[config.mk]
export PLATFORM = sky130hd
export DESIGN_NAME = bcd_time_of_day_clock
export DESIGN_NICKNAME = d
export VERILOG_FILES = /design/src/sv/bcdtod_pkg.sv /design/src/sv/bcdtod_update.sv /design/src/sv/bcd_time_of_day_clock.sv
export VERILOG_INCLUDE_DIRS = /design/src /design/src/sv
export SDC_FILE = /design/constraint.sdc
export NUM_CORES = 1
export LEC_CHECK = 0
export ABC_AREA = 0
export BUFFER_PORTS_ARGS = -buffer_cell sky130_fd_sc_hd__buf_2
export CORE_ASPECT_RATIO = 1.2
export CORE_MARGIN = 2
export CORE_UTILIZATION = 25
export CTS_BUF_LIST = sky130_fd_sc_hd__clkbuf_4 sky130_fd_sc_hd__clkbuf_8
export DETAILED_ROUTE_END_ITERATION = 8
export HOLD_SLACK_MARGIN = 0.1
export SKIP_LAST_GASP = 1
export SYNTH_ARGS = -nofsm -noshare
export SYNTH_HDL_FRONTEND = slang
export SYNTH_SLANG_ARGS = --single-unit
export TNS_END_PERCENT = 20
[constraint.sdc]
create_clock -name clock -period 6.45 [get_ports clock]
set_clock_uncertainty 0.15 [all_clocks]
set_input_delay 0.9675 -clock clock [delete_from_list [all_inputs] [get_ports clock]]
set_output_delay 0.9675 -clock clock [all_outputs]
set_load 0.03 [all_outputs]
[src/sv/bcd_time_of_day_clock_assert.svh]
// Assertion macros for the BCD time-of-day clock.
`ifndef BCD_TIME_OF_DAY_CLOCK_ASSERT_SVH
`define BCD_TIME_OF_DAY_CLOCK_ASSERT_SVH

`ifndef SYNTHESIS
`define BCDTOD_ASSERT(name, clk, rst, prop) \
   name: assert property (@(posedge clk) disable iff (rst) (prop)) \
      else $error("bcd time-of-day clock check failed");
`define BCDTOD_ASSERT_IMP(name, clk, rst, ante, cons) \
   name: assert property (@(posedge clk) disable iff (rst) (ante) |-> (cons)) \
      else $error("bcd time-of-day clock check failed");
`else
`define BCDTOD_ASSERT(name, clk, rst, prop)
`define BCDTOD_ASSERT_IMP(name, clk, rst, ante, cons)
`endif

`endif

[src/sv/bcdtod_pkg.sv]
// Types, constants and BCD helpers shared by the time-of-day clock.
`default_nettype none

package bcdtod_pkg;

   localparam int REQ_DATA_W = 8;
   localparam int REQ_USER_W = 2;
   localparam int RSP_DATA_W = 40;

   localparam logic [7:0] SECONDS_LAST  = 8'h59;
   localparam logic [7:0] MINUTES_LAST  = 8'h59;
   localparam logic [7:0] HOURS_LAST    = 8'h23;
   localparam logic [7:0] MINUTES_BOUND = 8'h60;
   localparam logic [7:0] HOURS_BOUND   = 8'h24;
   localparam logic [3:0] DIGIT_MAX     = 4'd9;

   typedef enum logic [1:0] {
      OP_TICK  = 2'd0,
      OP_DIGIT = 2'd1,
      OP_OK    = 2'd2,
      OP_OTHER = 2'd3
   } op_type;

   typedef struct packed {
      logic [6:0] seconds;
      logic [6:0] minutes;
      logic [5:0] hours;
      logic [7:0] entry_hours;
      logic [7:0] entry_minutes;
      logic       setting;
   } tod_state_type;

   typedef struct packed {
      logic [6:0] seconds;
      logic [6:0] minutes;
      logic [5:0] hours;
      logic       minute_start;
      logic       setting_active;
      logic [7:0] entry_hours;
      logic [7:0] entry_minutes;
      logic       time_loaded;
   } tod_result_type;

   // Increments a valid packed BCD pair and wraps to zero after the last value.
   function automatic logic [7:0] bcd_inc(input logic [7:0] value, input logic [7:0] last);
      logic [7:0] next;
      if (value == last) begin
         next = 8'h00;
      end else if (value[3:0] == DIGIT_MAX) begin
         next = {value[7:4] + 4'd1, 4'd0};
      end else begin
         next = value + 8'd1;
      end
      return next;
   endfunction

endpackage

`default_nettype wire

[src/sv/bcdtod_update.sv]
// Next-state and result logic for one tick or key word.
`default_nettype none

module bcdtod_update (
   input  var bcdtod_pkg::op_type         op,
   input  var logic [3:0]                 digit,
   input  var bcdtod_pkg::tod_state_type  state,
   output bcdtod_pkg::tod_state_type      state_next,
   output bcdtod_pkg::tod_result_type     result
);

   bcdtod_pkg::op_type op_eff;
   logic               wrapped;
   logic               loaded;
   logic               entry_ok;
   logic [7:0]         sec_inc;
   logic [7:0]         min_inc;
   logic [7:0]         hour_inc;

   always_comb begin
      op_eff = op;
      if (op == bcdtod_pkg::OP_DIGIT && digit > bcdtod_pkg::DIGIT_MAX) begin
         op_eff = bcdtod_pkg::OP_OTHER;
      end
   end

   assign sec_inc  = bcdtod_pkg::bcd_inc({1'b0, state.seconds}, bcdtod_pkg::SECONDS_LAST);
   assign min_inc  = bcdtod_pkg::bcd_inc({1'b0, state.minutes}, bcdtod_pkg::MINUTES_LAST);
   assign hour_inc = bcdtod_pkg::bcd_inc({2'b00, state.hours}, bcdtod_pkg::HOURS_LAST);
   assign entry_ok = (state.entry_minutes < bcdtod_pkg::MINUTES_BOUND) &&
                     (state.entry_hours < bcdtod_pkg::HOURS_BOUND);

   always_comb begin
      state_next = state;
      wrapped    = 1'b0;
      loaded     = 1'b0;
      case (op_eff)
         bcdtod_pkg::OP_TICK: begin
            state_next.seconds = sec_inc[6:0];
            if ({1'b0, state.seconds} == bcdtod_pkg::SECONDS_LAST) begin
               wrapped            = 1'b1;
               state_next.minutes = min_inc[6:0];
               if ({1'b0, state.minutes} == bcdtod_pkg::MINUTES_LAST) begin
                  state_next.hours = hour_inc[5:0];
               end
            end
         end
         bcdtod_pkg::OP_DIGIT: begin
            state_next.entry_hours   = {state.entry_hours[3:0], state.entry_minutes[7:4]};
            state_next.entry_minutes = {state.entry_minutes[3:0], digit};
            state_next.setting       = 1'b1;
         end
         bcdtod_pkg::OP_OK, bcdtod_pkg::OP_OTHER: begin
            if (state.setting) begin
               if (op_eff == bcdtod_pkg::OP_OK && entry_ok) begin
                  state_next.seconds = 7'd0;
                  state_next.minutes = state.entry_minutes[6:0];
                  state_next.hours   = state.entry_hours[5:0];
                  loaded             = 1'b1;
               end
               state_next.entry_hours   = 8'h00;
               state_next.entry_minutes = 8'h00;
               state_next.setting       = 1'b0;
            end
         end
         default: begin
            state_next = state;
         end
      endcase
   end

   always_comb begin
      result.seconds        = state_next.seconds;
      result.minutes        = state_next.minutes;
      result.hours          = state_next.hours;
      result.minute_start   = wrapped;
      result.setting_active = state_next.setting;
      result.entry_hours    = state_next.entry_hours;
      result.entry_minutes  = state_next.entry_minutes;
      result.time_loaded    = loaded;
   end

endmodule

`default_nettype wire

[src/sv/bcd_time_of_day_clock.sv]
// Top level of the 24-hour BCD time-of-day clock with keypad time entry.
// An accepted word is held in the input register; the update logic's result is registered
// in the result register, which drives rsp_.
// Throughput: one word per cycle unless rsp_tready is held low; the input and result
// registers each advance whenever the stage after them is empty or is being drained.
// Reset clears the time, the entry, setting mode and both valid flags.
`default_nettype none

`include "bcd_time_of_day_clock_assert.svh"

module bcd_time_of_day_clock (
   input  var logic                            clock,
   input  var logic                            reset,
   input  var logic                            req_tvalid,
   output logic                                req_tready,
   input  var logic [bcdtod_pkg::REQ_DATA_W-1:0] req_tdata,  // digit[3:0], zero[7:4]
   input  var logic [bcdtod_pkg::REQ_USER_W-1:0] req_tuser,  // op[1:0]
   output logic                                rsp_tvalid,
   input  var logic                            rsp_tready,
   // seconds_bcd[6:0], minutes_bcd[13:7], hours_bcd[19:14], minute_start[20],
   // setting_active[21], entry_hours_bcd[29:22], entry_minutes_bcd[37:30],
   // time_loaded[38], zero[39]
   output logic [bcdtod_pkg::RSP_DATA_W-1:0]   rsp_tdata
);

   logic                        in_valid_ff;
   logic                        in_valid_in;
   bcdtod_pkg::op_type          in_op_ff;
   logic [3:0]                  in_digit_ff;
   logic                        out_valid_ff;
   logic                        out_valid_in;
   bcdtod_pkg::tod_result_type  result_ff;
   bcdtod_pkg::tod_result_type  result_in;
   bcdtod_pkg::tod_state_type   state_ff;
   bcdtod_pkg::tod_state_type   state_in;
   logic                        advance;
   logic                        req_take;

   assign advance    = in_valid_ff && (!out_valid_ff || rsp_tready);
   assign req_tready = !in_valid_ff || advance;
   assign req_take   = req_tvalid && req_tready;

   assign in_valid_in  = req_take || (in_valid_ff && !advance);
   assign out_valid_in = advance || (out_valid_ff && !rsp_tready);

   always_ff @(posedge clock) begin
      if (reset) begin
         in_valid_ff <= 1'b0;
      end else begin
         in_valid_ff <= in_valid_in;
      end
      if (req_take) begin
         in_op_ff    <= bcdtod_pkg::op_type'(req_tuser);
         in_digit_ff <= req_tdata[3:0];
      end
   end

   bcdtod_update u_update (
      .op         (in_op_ff),
      .digit      (in_digit_ff),
      .state      (state_ff),
      .state_next (state_in),
      .result     (result_in)
   );

   always_ff @(posedge clock) begin
      if (reset) begin
         out_valid_ff <= 1'b0;
         state_ff     <= '0;
      end else begin
         out_valid_ff <= out_valid_in;
         if (advance) begin
            state_ff <= state_in;
         end
      end
      if (advance) begin
         result_ff <= result_in;
      end
   end

   assign rsp_tvalid = out_valid_ff;
   assign rsp_tdata  = {1'b0,
                        result_ff.time_loaded,
                        result_ff.entry_minutes,
                        result_ff.entry_hours,
                        result_ff.setting_active,
                        result_ff.minute_start,
                        result_ff.hours,
                        result_ff.minutes,
                        result_ff.seconds};

   `BCDTOD_ASSERT(a_time_in_range, clock, reset,
      ({1'b0, state_ff.seconds} <= bcdtod_pkg::SECONDS_LAST) &&
      ({1'b0, state_ff.minutes} <= bcdtod_pkg::MINUTES_LAST) &&
      ({2'b00, state_ff.hours} <= bcdtod_pkg::HOURS_LAST))
   `BCDTOD_ASSERT_IMP(a_entry_clear_idle, clock, reset, !state_ff.setting,
      (state_ff.entry_hours == 8'h00) && (state_ff.entry_minutes == 8'h00))
   `BCDTOD_ASSERT_IMP(a_wrap_zero_seconds, clock, reset,
      out_valid_ff && result_ff.minute_start,
      (result_ff.seconds == 7'd0) && !result_ff.time_loaded)
   `BCDTOD_ASSERT_IMP(a_load_leaves_setting, clock, reset,
      out_valid_ff && result_ff.time_loaded,
      !result_ff.setting_active && (result_ff.seconds == 7'd0))
   `BCDTOD_ASSERT(a_advance_fills_output, clock, reset, advance |=> out_valid_ff)

endmodule

`default_nettype wire

* After elaboration in Yosys (flattened, before gate mapping)
Cells that the tools add are included.
** Cells by class
- $lt $le $gt $ge :: 3
- Eq/ne operators :: 10
- Reductions and logical operators :: 18
- Multiplexer cells :: 15
- Add/subtract/negate cells :: 6
** Operators with widths (number)
- 20-bit one-hot mux with 2 select lines :: 1
- 37-bit 2-to-1 mux :: 1
- 17-bit one-hot mux with 2 select lines :: 1
- 7-bit 2-to-1 mux :: 4
- 20-bit 2-to-1 mux :: 1
- 6-bit 2-to-1 mux :: 3
- 7-bit by 1-bit adder with 7-bit output, second input constant :: 2
- 7-bit == test, second input constant :: 2
- 13-bit 2-to-1 mux :: 1
- 4-bit == test, second input constant :: 3
- 8-bit by 6-bit less-than comparator with 1-bit output, second input constant :: 1
- 8-bit by 7-bit less-than comparator with 1-bit output, second input constant :: 1
- 1-bit logical AND :: 7
- 3-bit by 1-bit adder with 3-bit output, second input constant :: 2
- 6-bit by 1-bit adder with 6-bit output, second input constant :: 1
- 6-bit == test, second input constant :: 1
- 2-bit by 1-bit == test with 1-bit output, second input constant :: 2
- 2-bit == test, second input constant :: 2
- 4-bit greater-than comparator, second input constant :: 1
- 1-bit zero test :: 4
- 1-bit logical OR :: 4
- 2-bit by 1-bit adder with 2-bit output, second input constant :: 1
- 2-bit zero test :: 1
- 1-bit 2-to-1 mux :: 2
- other kinds (3) :: 3
** Storage, ports and cells
- Output and inout bits :: 42
- Register bits after elaboration :: 84
- Logic and storage cells :: 70

* Longest topological paths before layout
Gate-level depths: netlist of the first run.
- Depth in word-level cells :: 8
- Gate-level depth with buffers :: 9
- Mapped depth without buffers :: 8

* Cells and area by module
A second synthesis of the first run with hierarchy kept.
** Unflattened totals
- Cells, all modules :: 430
- Area, all modules :: 4630.7 sq um
** By module, submodules not included
- bcd_time_of_day_clock :: times used 1, area each 3119.2 sq um, cells an instance 217
- bcdtod_update :: times used 1, area each 1511.4 sq um, cells an instance 213

* Worst setup path before layout of the first run
OpenSTA, ideal clock, no wires.
- Path kind :: input to register
- Start point :: input rsp_tready
- End point :: register state_ff[1] (netlist name)
- Path buffers :: 2
- Slack :: 3.165 ns
- Library setup time :: 0.071 ns
- Cell stages on the path :: 7
- Data arrival time :: 3.064 ns
- Path through :: nor2b_1 nand2b_1 buf_2 inv_2 buf_1 a32oi_1 nor2_1
** Between the ends
- Cells in the longest elaborated chain, start to end :: 2
** RTL lines
- start: declaration :: RTL line bcd_time_of_day_clock.sv:19 : input var logic rsp_tready,
- 1-bit logical OR :: RTL line bcd_time_of_day_clock.sv:39 : assign advance = in_valid_ff && (!out_valid_ff || rsp_tready);
- 1-bit logical AND :: RTL line bcd_time_of_day_clock.sv:39
- via advance :: RTL line bcd_time_of_day_clock.sv:36 : logic advance;
- end signal: assignment :: RTL line bcd_time_of_day_clock.sv:73 : state_ff <= state_in;
- end: declaration :: RTL line bcd_time_of_day_clock.sv:34 : bcdtod_pkg::tod_state_type state_ff;
The timed path passes the listed nets, and every way through them passes these cells.
A chain may end at the register's enable or synchronous reset.

* Worst setup path after layout of the first run
- Start point :: input rsp_tready
- End point :: register state_ff[3] (netlist name)
** Between the ends
- Cells in the longest elaborated chain, start to end :: 2
** RTL lines (RTL line)
- 1-bit logical OR :: bcd_time_of_day_clock.sv:39
- 1-bit logical AND :: bcd_time_of_day_clock.sv:39
No other way between the ends.

==> flow_summary.yaml, run 1 <==
status:
  status: "complete, no violations"
floorplan:
  ios: 56
  fp.dieH_um: 143
  core_area_um2: 15700
  start_util: 0.257
  dieArea_um2: 17200
  fp.dieW_um: 120
  rows: 50
synth:
  yosys_register_bits: 84
  synth_top_area_cell: "edfxtp_1"
  synth_area_um2: 4040
  yosysSeqAreaShare: 0.528
  synthFlopType: "edfxtp_1"
  async_reset_ff_frac: 0
  synthCells: 398
  synth_cell_type_count: 60
  ys_warn_count: 0
  synth_top_area_frac: 0.335
  synth_area_leaders: "edfxtp_1, dfxtp_1, a22o_1"
  synth_top_cells_by_count: "edfxtp_1, dfxtp_1, nor2_1"
  synth_most_common_cell: "edfxtp_1"
  syn_area_per_cell_um2: 10.1
  syn_nets: 423
  synth_edf_count: 45
routing:
  ant_nets: 0
  drc: 0
  via_count: 3309
  avgViaCountPerCell: 5.08
  drt_iter0_drc: 235
  dr.pass1.iters: 5
  wl_um: 10000
  avgRoutedWirePerCell_um: 15.3
global_route:
  antenna_found_initial: 0
  grt_use_total: 0.120
  grt_pass1_wl_um: 16100
  grt_overflow: 0
  grt_max_degree: 57
  grt_pass1_vias: 3174
critical_path:
  r2r_slack_ns: 3.34
  cp-start-kind: "input port"
  worstPathMaxFanout: 56
  cp-end-kind: "flop"
  path_class: "input port to flop"
  cp.arrival_ns: 3.33
  cp.required_ns: 6.61
timing:
  maxSlewViolCount: 0
  max_freq_mhz: 315
  setup_viol: 0
  tns_ns: 0
  rsz0062_at_grt: "false"
  fin_crit_sh: 0.492
  period_minus_slack_ns: 3.18
  relSlewSlack: 0.159
  worstMarginPinSlew_ns: 1.26
  worst_slack_ns: 3.27
  hold_viol_final: 0
clock_network:
  cts_tree: "done"
  postCtsHoldBufs: 0
  cts_sinks: 84
  cts_setup_buffers: 0
  cts_buffer_depth: 2
  cts_resized: 0
  path_clk_slew_ns: 0.09
  cts_max_level: 3
  insertion_delay_ns: 0.37
  cts_buffers: 9
  root_buffer: "clkbuf_8"
cells_and_area:
  layout-drive-gt1-share: 0.178
  insertedDiodeCount: 0
  multiInputGateArea_um2: 1760
  seqCellArea_um2: 2130
  syn2layout_area_growth_pct: 15.8
  fillers: 1612
  final_nets: 464
placed_design:
  gp_congestion: 0.833
  portBuffers: 50
  dp_hpwl_um: 6780
  place_ws_ns: 2.89
flow_run:
  max_cap_violations: 0
power_and_ir_drop:
  leakagePower_nw: 1.67
  p_per_area_nw_per_um2: 227
  ir_drop_mv: 0.0809
worst_hold_path:
  hold_class: "flop to flop"
[power breakdown]
part | switching, W | internal (W) | total [W]
clock network | 0.000198 | 0.000183 | 0.000381
registers | 0.0000126 | 0.000580 | 0.000593
logic | 0.0000643 | 0.0000244 | 0.0000887
total | 0.000275 | 0.000788 | 0.00106
[critical path: stages]
cell and delay, ns:
buf_2 0.08, nor2b_1 0.06, nand2b_1 0.56, inv_2 0.18
buf_4 0.59, and2_1 0.61, a22oi_1 0.14, nor2_1 0.15
[flip-flops by register name (all words and copies together) (netlist names)]
name,flops
in_digit_ff,4
in_valid_ff,1
in_op_ff,2
rsp_tdata,39
state_ff,37
rsp_tvalid,1
[path summary, 6_finish.rpt]
| path | from | endpoint | cells after the start |
|---|---|---|---|
| setup / recovery | rsp_tready | state_ff[3]$_SDFFE_PP0P_ | 8 |
| hold / removal | state_ff[0]$_SDFFE_PP0P_ | state_ff[0]$_SDFFE_PP0P_ | 2 |
| setup reg to reg | in_op_ff[0]$_DFFE_PP_ | rsp_tdata[17]$_DFFE_PP_ | 6 |
| hold reg to reg | state_ff[0]$_SDFFE_PP0P_ | state_ff[0]$_SDFFE_PP0P_ | 2 |
[cell type report]
| cell class | instances | area share |
|---|---|---|
| Clock buffer | 10 | 0.0281 |
| Clock inverter | 6 | 0.0137 |
| Timing Repair Buffer | 53 | 0.0584 |
| Sequential cell | 84 | 0.456 |
| Inverter | 14 | 0.0112 |
| Multi-Input combinational cell | 277 | 0.377 |
| Tap cell | 208 | 0.0557 |
[metal layers]
metal / part of all wire / GRT usage
met3: 0.050 / 0.0272
met5: 0 / 0
met1: 0.43 / 0.144
met4: 0.023 / 0.0669
met2: 0.49 / 0.199
[cell families after synthesis]
| group | Yosys count | synth area share |
|---|---|---|
| AOI/OAI and AO/OA | 124 | 0.217 |
| muxes | 4 | 0.0112 |
| buffers and inverters | 37 | 0.0369 |
| other | 1 | 0.000929 |
| adders and majority gates | 11 | 0.0341 |
| xor gates and xnor gates | 1 | 0.00217 |
| and+or+nand+nor | 136 | 0.170 |
| DFF | 84 | 0.528 |
[metrics by stage]
step | area [um^2] | instances | total power (W) | util | hold WS [ns]
after floorplan | 4040 | 398 | 0.000666 | - | 0.331
after global placement | 4480 | 636 | 0.000692 | 0.285 | 0.352
after detailed placement | 4480 | 636 | 0.000694 | 0.285 | 0.364
after CTS | 4670 | 652 | 0.00107 | 0.298 | 0.377
after global routing | 4670 | 652 | 0.00111 | 0.298 | 0.397
final | 4670 | 652 | 0.00106 | 0.298 | 0.380
[cell usage in the layout, fill, tap and decap left out, drive strengths merged, types with 3 or more instances in the layout]
master / Yosys / routed
dfxtp: 39 / 39
inv: 13 / 14
ha: 11 / 11
a21o: 6 / 6
a21oi: 23 / 23
o32ai: 4 / 4
mux2: 4 / 4
o31ai: 3 / 3
and3: 8 / 8
edfxtp: 45 / 45
a22o: 18 / 18
buf: 8 / 53
nor2b: 5 / 5
nor3: 5 / 5
nand2: 34 / 34
a311oi: 3 / 3
o21ai: 19 / 19
nand3: 19 / 19
nor2: 35 / 35
clkbuf: 15 / 10
clkinv: 1 / 4
o211ai: 5 / 5
nand2b: 4 / 4
nand3b: 4 / 4
nor3b: 3 / 3
a31oi: 5 / 5
o21a: 5 / 5
nand4: 4 / 4
and2: 4 / 4
a22oi: 17 / 17
o22ai: 3 / 3
(Power assumes the default switching activity.)
==> run 2: changes to the inputs <==
==> constraint.sdc (replaced) <==
create_clock -name clock -period 2.96 [get_ports clock]
set_clock_uncertainty 0.15 [all_clocks]
set_input_delay 0.444 -clock clock [delete_from_list [all_inputs] [get_ports clock]]
set_output_delay 0.444 -clock clock [all_outputs]
set_load 0.03 [all_outputs]
==> run 2 against run 1 <==
Combinational power grew 130%. Largest cell class unchanged. Global-route usage grew 0.22 points. Worst setup slack lost 2.8 ns.
==> flow_summary.yaml, run 2 (synthesis results as in run 1) <==
critical_path:
  cp.arrival_ns: 2.48
  cp-end-kind: "flop"
  crit_chain: "ha_1 -> nand3b_1 -> or4_1 -> or2_4 -> o311ai_1"
  cp.required_ns: 2.99
  crit_slowest_cell: "or4_1"
  cp-start-kind: "flop"
  path_class: "flop to flop"
  cp-startpoint: "state_ff[23]$_SDFFE_PP0P_"
  max_stage_delay_ns: 0.65
  r2r-start: "state_ff[23]$_SDFFE_PP0P_"
  worstPathMaxFanout: 7
floorplan:
  fp.dieH_um: 143
  ios: 56
  start_util: 0.257
  rows: 50
  fp.dieW_um: 120
  core_area_um2: 15700
  dieArea_um2: 17200
cells_and_area:
  final_cell_mix: "buf_2, edfxtp_1, dfxtp_1"
  layout-drive-gt1-share: 0.193
  mostFrequentLayoutCell: "buf_2"
  syn2layout_area_growth_pct: 17.9
  final_nets: 476
  insertedDiodeCount: 0
  seqCellArea_um2: 2130
  largest_reg_flops: 39
  postLayoutCoreUtil: 0.303
  fillers: 1623
  multiInputGateArea_um2: 1760
routing:
  wl_um: 10300
  avgViaCountPerCell: 5.07
  drt_iter0_drc: 194
  avgRoutedWirePerCell_um: 15.5
  ant_nets: 0
  via_count: 3368
  drc: 0
  dr.pass1.iters: 5
placed_design:
  dp_hpwl_um: 7140
  portBuffers: 50
  gp_congestion: 0.877
power_and_ir_drop:
  ir_drop_mv: 0.168
  p_comb_frac: 0.090
  intPower_w: 0.00168
  p_per_area_nw_per_um2: 475
  leakagePower_nw: 1.72
  seqPwrFrac: 0.571
  power.share.clock: 0.340
  swShare: 0.257
  switching_power_w: 0.000582
timing:
  max_freq_mhz: 407
  rsz0062_at_grt: "false"
  hold_viol_final: 0
  relSlewSlack: 0.169
  tns_ns: 0
  setup_viol: 0
  fin_crit_sh: 0.830
  maxSlewViolCount: 0
  period_minus_slack_ns: 2.46
  worstMarginPinSlew_ns: 1.24
status:
  status: "complete, no violations"
clock_network:
  cts_buffer_depth: 2
  postCtsHoldBufs: 4
  root_buffer: "clkbuf_8"
  cts_sinks: 84
  path_clk_slew_ns: 0.08
  cts_buffers: 9
  insertion_delay_ns: 0.37
  cts_max_level: 3
  cts_setup_buffers: 0
  cts_resized: 0
  cts_tree: "done"
worst_hold_path:
  min-delay-start: "req_tuser[0]"
  hold_class: "input port to flop"
global_route:
  grt_use_total: 0.122
  grt_pass1_vias: 3228
  grt_max_degree: 31
  antenna_found_initial: 0
  grt_pass1_wl_um: 16300
  grt_overflow: 0
flow_run:
  max_cap_violations: 0
-- run 2: cell count changes in the layout (fill, tap and decap cells not counted) --
cell / before / now
clkbuf_8: 9 / 10
clkinv_4: 1 / 0
inv_6: 1 / 0
buf_4: 3 / 11
clkinvlp_4: 1 / 3
dlygate4sd3_1: 0 / 4
clkbuf_4: 1 / 3
clkinv_1: 2 / 1
clkinv_2: 1 / 0
bufinv_16: 1 / 0
-- run 2: critical path: cells and delay by family (launching register included) --
family	cells	cell delay (ns)
AO/OA/AOI/OAI	1	0.25
adder cells (fa/ha/maj)	1	0.30
flip-flops	1	0.47
AND/OR/NAND/NOR	3	1.10
-- run 2: power groups by stage --
| stage | Sequential, W | Combinational [W] | Clock, W |
|---|---|---|---|
| after floorplan | 0.00136 | 0.0000946 | 0 |
| after global placement | 0.00132 | 0.000198 | 0 |
| after detailed placement | 0.00132 | 0.000201 | 0 |
| after CTS | 0.00129 | 0.000206 | 0.000796 |
| after global routing | 0.00130 | 0.000221 | 0.000835 |
| final | 0.00129 | 0.000203 | 0.000769 |
-- run 2: routing by layer --
metal  track usage  share of wire  up-vias  routed length (um)
met5             0              0        -                   0
met4        0.0817          0.040        0                 408
met3        0.0312          0.052       28                 536
met2         0.197           0.48      104                4960
met1         0.143           0.42     1624                4370
li1              -              -     1612                   -
-- run 2: path summary, 6_finish.rpt --
| path | end | slack (ns) | cells after the start |
|---|---|---|---|
| max | rsp_tdata[17]$_DFFE_PP_ | 0.50 | 5 |
| min | in_op_ff[0]$_DFFE_PP_ | 0.12 | 1 |
| max reg2reg | rsp_tdata[17]$_DFFE_PP_ | 0.50 | 5 |
| min reg2reg | rsp_tvalid$_SDFF_PP0_ | 0.37 | 2 |
-- run 2: layout make-up --
cell class,instances,share of cell area
inverters,14,0.0110
multi-input cells,277,0.370
flip-flops and latches,84,0.448
repair buffers,65,0.0783
clock buffers,13,0.0336
clock inverters,3,0.00473
well taps,208,0.0547
-- run 2: metrics by stage --
| stage | cell area [um^2] | hold slack (ns) | total power (W) | std cells | setup WS (ns) |
|---|---|---|---|---|---|
| after global routing | 4760 | 0.100 | 0.00235 | 664 | 0.390 |
| after floorplan | 4040 | 0.331 | 0.00145 | 398 | 0.110 |
| after CTS | 4760 | 0.101 | 0.00229 | 664 | 0.514 |
| after detailed placement | 4540 | 0.358 | 0.00152 | 644 | 0.532 |
| after global placement | 4540 | 0.354 | 0.00151 | 644 | 0.606 |
| final | 4760 | 0.117 | 0.00226 | 664 | 0.504 |
